## src/design/lsi_pkg.sv

```systemverilog
// ----------------------------------------------------------------------------
// lsi_pkg
// Types, widths and helper functions shared by the line/sphere intersect core.
// ----------------------------------------------------------------------------
package lsi_pkg;

  // fixed-point formats: positions Q16.16, direction Q2.30
  localparam int POS_W    = 32;
  localparam int DIR_W    = 32;
  localparam int RAD_W    = 31;
  localparam int DIR_FRAC = 30;

  // internal widths, sized for the worst-case magnitudes
  localparam int D_W    = POS_W + 1;        // center minus base point
  localparam int PDU_W  = D_W + DIR_W;      // d * u product
  localparam int TERM_W = PDU_W - DIR_FRAC; // one term of s
  localparam int SQ_W   = 2 * D_W - 1;      // d * d, non-negative
  localparam int S_W    = TERM_W + 2;       // s = sum of three terms
  localparam int DD_W   = SQ_W + 2;         // sum of three squares
  localparam int SS_W   = 2 * S_W - 4;      // s * s, non-negative
  localparam int R2_W   = 2 * RAD_W;        // r * r
  localparam int RADX_W = R2_W + 2;         // radicand padded to an even width
  localparam int Q_W    = RADX_W / 2;       // square root result
  localparam int REM_W  = Q_W + 3;          // square root remainder
  localparam int SQRT_PER_STG = 2;          // root bits resolved per stage
  localparam int SQRT_STG = Q_W / SQRT_PER_STG;
  localparam int T_W    = S_W + 1;          // s -/+ q
  localparam int PUT_W  = DIR_W + T_W;      // u * t product
  localparam int OFF_W  = PUT_W - DIR_FRAC; // offset along the line
  localparam int V_W    = OFF_W + 1;        // base point plus offset

  localparam logic signed [DIR_W-1:0] DIR_ONE = 32'sh4000_0000;
  localparam logic signed [DIR_W-1:0] DIR_NEG = -32'sh4000_0000;
  localparam logic signed [POS_W-1:0] POS_MAX = 32'sh7fff_ffff;
  localparam logic signed [POS_W-1:0] POS_MIN = 32'sh8000_0000;

  typedef logic signed [POS_W-1:0] pos_t;
  typedef logic signed [DIR_W-1:0] dir_t;

  // one request: index 0 is x, 1 is y, 2 is z
  typedef struct packed {
    pos_t [2:0]       p;
    dir_t [2:0]       u;
    pos_t [2:0]       c;
    logic [RAD_W-1:0] r;
  } req_t;

  // front end result, carried through the root pipeline
  typedef struct packed {
    logic                  hit;
    logic signed [S_W-1:0] s;
    logic [R2_W-1:0]       rad;
    pos_t [2:0]            p;
    dir_t [2:0]            u;
  } front_t;

  typedef struct packed {
    front_t         f;
    logic [Q_W-1:0] q;
  } sq_t;

  typedef struct packed {
    logic       hit;
    logic       fwd;
    pos_t [2:0] near;
    pos_t [2:0] far;
  } rsp_t;

  typedef struct packed {
    logic [REM_W-1:0] rem;
    logic [Q_W-1:0]   root;
  } sqs_t;

  // one digit of the restoring square root
  function automatic sqs_t sqrt_step(sqs_t st, logic [1:0] pair);
    sqs_t             res;
    logic [REM_W-1:0] cur;
    logic [REM_W-1:0] trial;
    cur   = {st.rem[REM_W-3:0], pair};
    trial = REM_W'({st.root, 2'b01});
    if (cur >= trial) begin
      res.rem  = cur - trial;
      res.root = {st.root[Q_W-2:0], 1'b1};
    end else begin
      res.rem  = cur;
      res.root = {st.root[Q_W-2:0], 1'b0};
    end
    return res;
  endfunction

endpackage

```

## src/design/lsi_sqrt.sv

```systemverilog
// ----------------------------------------------------------------------------
// lsi_sqrt
// Pipelined restoring square root, two root bits per stage.
// ----------------------------------------------------------------------------
module lsi_sqrt (
  input  logic            clk,
  input  logic            rst,
  input  logic            en,
  input  logic            in_vld,
  input  lsi_pkg::front_t in_data,
  output logic            out_vld,
  output lsi_pkg::sq_t    out_data
);
  import lsi_pkg::*;

  logic              vld  [SQRT_STG+1];
  sqs_t              st   [SQRT_STG+1];
  logic [RADX_W-1:0] x    [SQRT_STG+1];
  front_t            side [SQRT_STG+1];

  assign vld[0]  = in_vld;
  assign st[0]   = '0;
  assign x[0]    = RADX_W'(in_data.rad);
  assign side[0] = in_data;

  for (genvar k = 0; k < SQRT_STG; k++) begin : g_stage
    sqs_t st_next;

    always_comb begin
      sqs_t tmp;
      tmp = st[k];
      for (int j = 0; j < SQRT_PER_STG; j++) begin
        tmp = sqrt_step(tmp, x[k][RADX_W-1-2*j -: 2]);
      end
      st_next = tmp;
    end

    always_ff @(posedge clk) begin
      if (rst) begin
        vld[k+1] <= 1'b0;
      end else if (en) begin
        vld[k+1] <= vld[k];
      end
    end

    always_ff @(posedge clk) begin
      if (en) begin
        st[k+1]   <= st_next;
        x[k+1]    <= x[k] << (2 * SQRT_PER_STG);
        side[k+1] <= side[k];
      end
    end
  end

  assign out_vld    = vld[SQRT_STG];
  assign out_data.f = side[SQRT_STG];
  assign out_data.q = st[SQRT_STG].root;

endmodule

```

## config.mk

```make
export PLATFORM = sky130hd
export DESIGN_NAME = lsi_sqrt
export DESIGN_NICKNAME = d
export VERILOG_FILES = /design/src/design/lsi_pkg.sv /design/src/design/lsi_sqrt.sv
export SDC_FILE = /design/constraint.sdc
export NUM_CORES = 2
export LEC_CHECK = 0
export CAP_MARGIN = 30
export CORE_MARGIN = 3
export CORE_UTILIZATION = 49
export DETAILED_ROUTE_END_ITERATION = 10
export DONT_BUFFER_PORTS = 1
export GPL_TIMING_DRIVEN = 1
export HOLD_SLACK_MARGIN = 0.12
export PLACE_DENSITY = 0.69
export SLEW_MARGIN = 40
export SYNTH_ARGS = -nofsm -noshare
export SYNTH_HDL_FRONTEND = slang
export SYNTH_SLANG_ARGS = --single-unit
```

## constraint.sdc

```tcl
create_clock -name clk -period 8.26 [get_ports clk]
set_clock_uncertainty 0.15 [all_clocks]
set_input_delay 0.826 -clock clk [delete_from_list [all_inputs] [get_ports clk]]
set_output_delay 0.826 -clock clk [all_outputs]
set_load 0.05 [all_outputs]
```

## Yosys cells after proc, flatten, opt, wreduce, memory -nomap -nowiden

Cells that the tools add are included.

- Add/sub/neg operators: 30
- Muxes and demuxes: 31
- Order comparisons: 31

Operators with widths:

| kind | count |
|---|---|
| 2-to-1 mux 65 bit | 29 |
| greater-or-equal comparator 35 x 34 -> 1 bit | 30 |
| subtractor 33 bit | 29 |
| 2-to-1 mux 34 bit | 1 |
| subtractor 2 x 1 -> 3 bit (second input constant) | 1 |
| greater-or-equal comparator 2 x 1 -> 1 bit (second input constant) | 1 |
| 2-to-1 mux 1 bit | 1 |

- Word-level logic and storage cells: 299
- Register bits after elaboration: 6145
- Output and inout port bits: 325

## Longest topological paths before layout

- Word-level depth: 4
- Mapped depth: 30
- Gate-level depth less buffers: 27

## Worst setup path before layout

Ideal clock, no wire load.

- Kind: reg2reg
- Start: register st[180] (netlist bit)
- End: register st[106] (netlist bit), data pin
- Setup slack: 1.611 ns
- Data required time: 7.850 ns
- Arrival time: 6.239 ns
- Cell stages (with the launch flop): 25
- Library setup time: 0.260 ns
- Path through: edfxtp_1 -> ha_1 -> clkbuf_1 -> nand4_1 -> nor3_1 -> or3b_2 -> a311oi_1 -> nand2b_1 -> buf_1 -> inv_1 -> clkbuf_1 -> o21ai_0 -> ha_1 -> a21o_1 -> a21oi_1 -> o21bai_1 -> a211oi_1 -> o31ai_1 -> a311oi_1 -> nor2_1 -> a21oi_1 -> o41ai_1 -> nor4_2 -> buf_2 -> mux2_2

RTL lines:

| item | RTL line | source |
|---|---|---|
| start, declared | lsi_sqrt.sv:17 | `sqs_t st [SQRT_STG+1];` |
| start signal, assigned by index | lsi_sqrt.sv:48 | `st[k+1] <= st_next;` |

## Final worst setup path

- Start: input port en
- End: register side[2390] (netlist bit), enable pin

RTL lines:

| item | RTL line | source |
|---|---|---|
| start, declared | lsi_sqrt.sv:8 | `input logic en,` |
| end signal, assigned by index | lsi_sqrt.sv:50 | `side[k+1] <= side[k];` |
| end, declared | lsi_sqrt.sv:19 | `front_t side [SQRT_STG+1];` |

No word-level cell between the ends.

==> metrics.md <==
| Metric | Value |
|---|---|
| Sequential power share | between 40% and 50% |
| CTS sink count | roughly 5400 |
| CTS tree | done |
| Core box area | 421000 µm² |
| Post-route ant nets | 0 |
| Final Max Tran Viols | 0 |
| Total GRT Usage | 17.1% |
| Final Core Density | between 50% and 60% |
| Tmin final | 7520 ps |
| Clk buf depth | 4 |
| Pre-CTS worst setup slack | -1320 ps |
| Worst path slowest cell | buf_16 |
| Required time worst endpoint | 8730 ps |
| Final period util | between 90% and 100% |
| Fmax | approximately 130 MHz |
| Xor and xnor area share after synthesis | 3.13% |
| Total CTS buffers | between 500 and 600 |
| Final Non-Filler Cells | roughly 19000 |
| Sequential area share after synthesis | between 70% and 80% |
| VDD IR-drop max | 0.277 mV |
| Die Width | 657 µm |
| Final WS setup | around 740 ps |
| Site Rows | 238 |
| Vias in the first global route | roughly 100000 |
| R2R setup slack | around 1300 ps |
| Worst skew pair latency | around 1000 ps |
| Critical path's top delay family | buffers and inverters |
| I/O pin count | a little over 600 |
| Cts repair resizes | 0 |
| Drt wl/cell | between 15 and 20 µm |
| Antenna violations before repair | 26 |
| Mapped Area | roughly 210000 µm² |
| Max-Cap Viols | 0 |
| Vias | 99500 |
| Status | complete, no violations |
| Max transition margin | around two fifths |
| Register bit total from synthesis | ~5400 |
| Multiplexer share of the synthesized area | less than 1% |
| PD cells | around 300 nW/µm² |
| CTS root buf | clkbuf_16 |
| Combinational share of power | 17.4% |
| Worst slew pin tran | slightly above 900 ps |
| Crit Path Max Fanout | about 120 |
| WP data arrival | approximately 8000 ps |
| Iteration-0 DRC Markers | 7295 |
| Input/output buffers | 0 |
| Layout cells sized above 1 | about 9% |
| Crit Path Class | in2reg |
| Synth Area in Adders | 3.19% |
| Final setup vio count | 0 |
| Clock slew at reported path FFs | roughly 60 ps |
| Netlist cell types | 105 |
| Vias per cell | 5.24 |
| Switching part of the total | around 27% |
| HPWL Detailed | 242000 µm |
| Die Area | roughly 430000 µm² |
| Largest family of logic cells by synthesized area | compound AO/OA/AOI/OAI gates |
| Final net count | between 10000 and 15000 |
| Synth Flop Type | edfxtp_1 |
| Commonest non-fill, non-tap cells in the layout | 5393 x edfxtp_1, 662 x nand2_1, 653 x a21oi_1, 620 x nor2_1, 548 x clkbuf_16 |
| Postcts setup bufs | 0 |
| Power share of the clock group | roughly 34% |
| Final Wtd Congestion | between 0.9 and 1 |
| Final hold viol count | 0 |
| Critical path endpoint category | flip-flop |
| Lkg Pwr | 0.0834 µW |
| Crit path cell chain | buf_16 -> buf_16 -> buf_16 -> buf_16 -> buf_16 -> buf_16 -> buf_16 -> buf_16 -> buf_16 -> buf_16 -> buf_16 -> buf_16 -> buf_16 -> buf_16 -> buf_16 -> buf_16 -> buf_16 -> buf_16 |
| P_sw | between 15000 and 20000 µW |
| Placed cell count | roughly 18000 |
| Synth Area in Compound Gates | under 10% |
| Synthesis-to-finish area growth | 13.1% |
| RSZ-0062 raised after global routing | false |
| Cell internal pwr | around 52000 µW |
| DRT Pass-1 Iters | 9 |
| Startpoint types | primary input |
| Pin count of the biggest net entering global routing | 180 |
| Max stage delay on crit path | between 400 and 500 ps |
| Cell mode on critical path | buf_16 |
| H-tree depth | 6 |
| Worst Path Buf+Inv | 18 |
| Post-route DRC violation count | 0 |
| Starting density of the core | around 49% |
| Detailed Route WL | 379000 µm |
| Most common cell after layout, fill and taps aside | edfxtp_1 |
| Die height | approximately 660 µm |
| Worst hold path type | reg2reg |
| First-pass GRT wire length | around 580000 µm |
| Synth Area in Simple Gates | between 6 and 7% |
| GRT overflow | 0 |
| Avg Inst Size Synth | approximately 17 µm² |
| EDFF count, synth | approximately 5400 |
| Asr flop ratio synth | 0% |
| Synth Instances | roughly 12000 |
| Synth Warn # | 0 |
[worst register-to-register path, stage by stage, from the launching register on]
cell	delay (ps)
edfxtp_1	400
inv_1	90
ha_1	370
nand3_1	200
nor3_1	300
or3b_2	520
a311oi_1	270
buf_4	210
nand2b_1	130
buf_4	320
mux2_2	410
ha_1	410
nand3_1	140
nand2b_1	220
nor2_1	140
a311oi_1	100
buf_4	180
nor2_1	270
a21oi_1	210
o41ai_1	820
nor4_4	130
buf_12	200
inv_2	230
mux2_2	380
[per-layer routing]
layer	share of wire, %	track usage (%)	vias to the layer above	wire length (µm)
met1	40	20.9	48400	153000
met2	51	30.4	2080	195000
met5	0.016	0	-	62
met3	4.0	2.65	778	15200
li1	-	-	48300	-
met4	4.3	7.02	10	16300
[worst paths after layout]
path / end / startpoint / depth (start not counted)
setup / recovery: side[2390]$_DFFE_PP_ / en / 18
hold / removal: side[1047]$_DFFE_PP_ / side[1339]$_DFFE_PP_ / 0
setup reg to reg: st[111]$_DFFE_PP_ / st[141]$_DFFE_PP_ / 23
hold reg to reg: side[1047]$_DFFE_PP_ / side[1339]$_DFFE_PP_ / 0
[cells in the mapped netlist, types with 59 or more instances]
| cell type | count | area, µm² |
|---|---|---|
| a211oi_1 | 69 | 518 |
| o31ai_1 | 59 | 443 |
| or3_1 | 78 | 488 |
| clkbuf_1 | 175 | 657 |
| edfxtp_1 | 5393 | 162000 |
| nand4_1 | 134 | 838 |
| xnor2_1 | 473 | 4140 |
| nor4_1 | 94 | 588 |
| inv_1 | 436 | 1640 |
| nand2b_1 | 84 | 526 |
| nor2_1 | 620 | 2330 |
| nor3_1 | 196 | 981 |
| and3_1 | 66 | 413 |
| nand2_1 | 663 | 2490 |
| o21bai_1 | 80 | 601 |
| mux2_2 | 88 | 991 |
| ha_1 | 530 | 6630 |
| buf_4 | 326 | 2450 |
| a31oi_1 | 64 | 400 |
| o21a_1 | 72 | 541 |
| o21ai_0 | 381 | 1910 |
| a21o_1 | 269 | 2020 |
| xor2_1 | 269 | 2360 |
| nand3_1 | 206 | 1030 |
| a21oi_1 | 653 | 3270 |
| nor2b_1 | 75 | 469 |
[registers in the layout, indices dropped and copies added, names as in the netlist]
| name | flops |
|---|---|
| out_data | 323 |
| out_vld | 1 |
| side | 4380 |
| st | 690 |
| vld | 15 |
[what timing repair did]
action / in CTS / in global routing
cloned: 1 / 2
endpoints found under the hold margin: 599 / 60
hold buffers: 297 / 1
endpoints found under the setup margin: 118 / 118
[logic make-up (layout without fill, tap and decap cells)]
group | Yosys count | in the layout
other | 1 | 13
AND/OR/NAND/NOR | 2518 | 2518
XOR/XNOR | 742 | 742
AO/OA/AOI/OAI | 2031 | 2031
flip-flops | 5409 | 5409
multiplexers | 141 | 141
adder cells (fa/ha/maj) | 530 | 530
buffers and inverters | 999 | 1951
[per-stage QoR]
stage          hold WS (ps)  power, µW  area (µm²)  TNS (ps)
6_report                237      70400      235000         0
5_1_grt                 202      73800      235000         0
4_1_cts                 165      71100      235000         0
3_5_place_dp            255      47100      214000   -281140
3_3_place_gp            250      46900      213000   -357610
2_1_floorplan           250      43400      208000         0
[layout make-up]
cell class,instances,area (µm²)
inverter,447,1680
fill,31900,186000
antenna,11,27.5
clock buffer,678,14200
clock inverter,286,2980
sequential,5409,162000
tap,5640,7060
multi-input combinational,5964,40400
timing repair buffer,540,6160
[power by group through the flow]
stage               Sequential, µW  Combinational (µW)  Clock, µW
floorplan                    34100                9220          0
global placement             35000               11900          0
detailed placement           35000               12000          0
CTS                          34500               12200      24300
global route                 34700               13700      25400
finish                       34500               12300      23600
No activity file was read; power rests on OpenSTA's default activity.
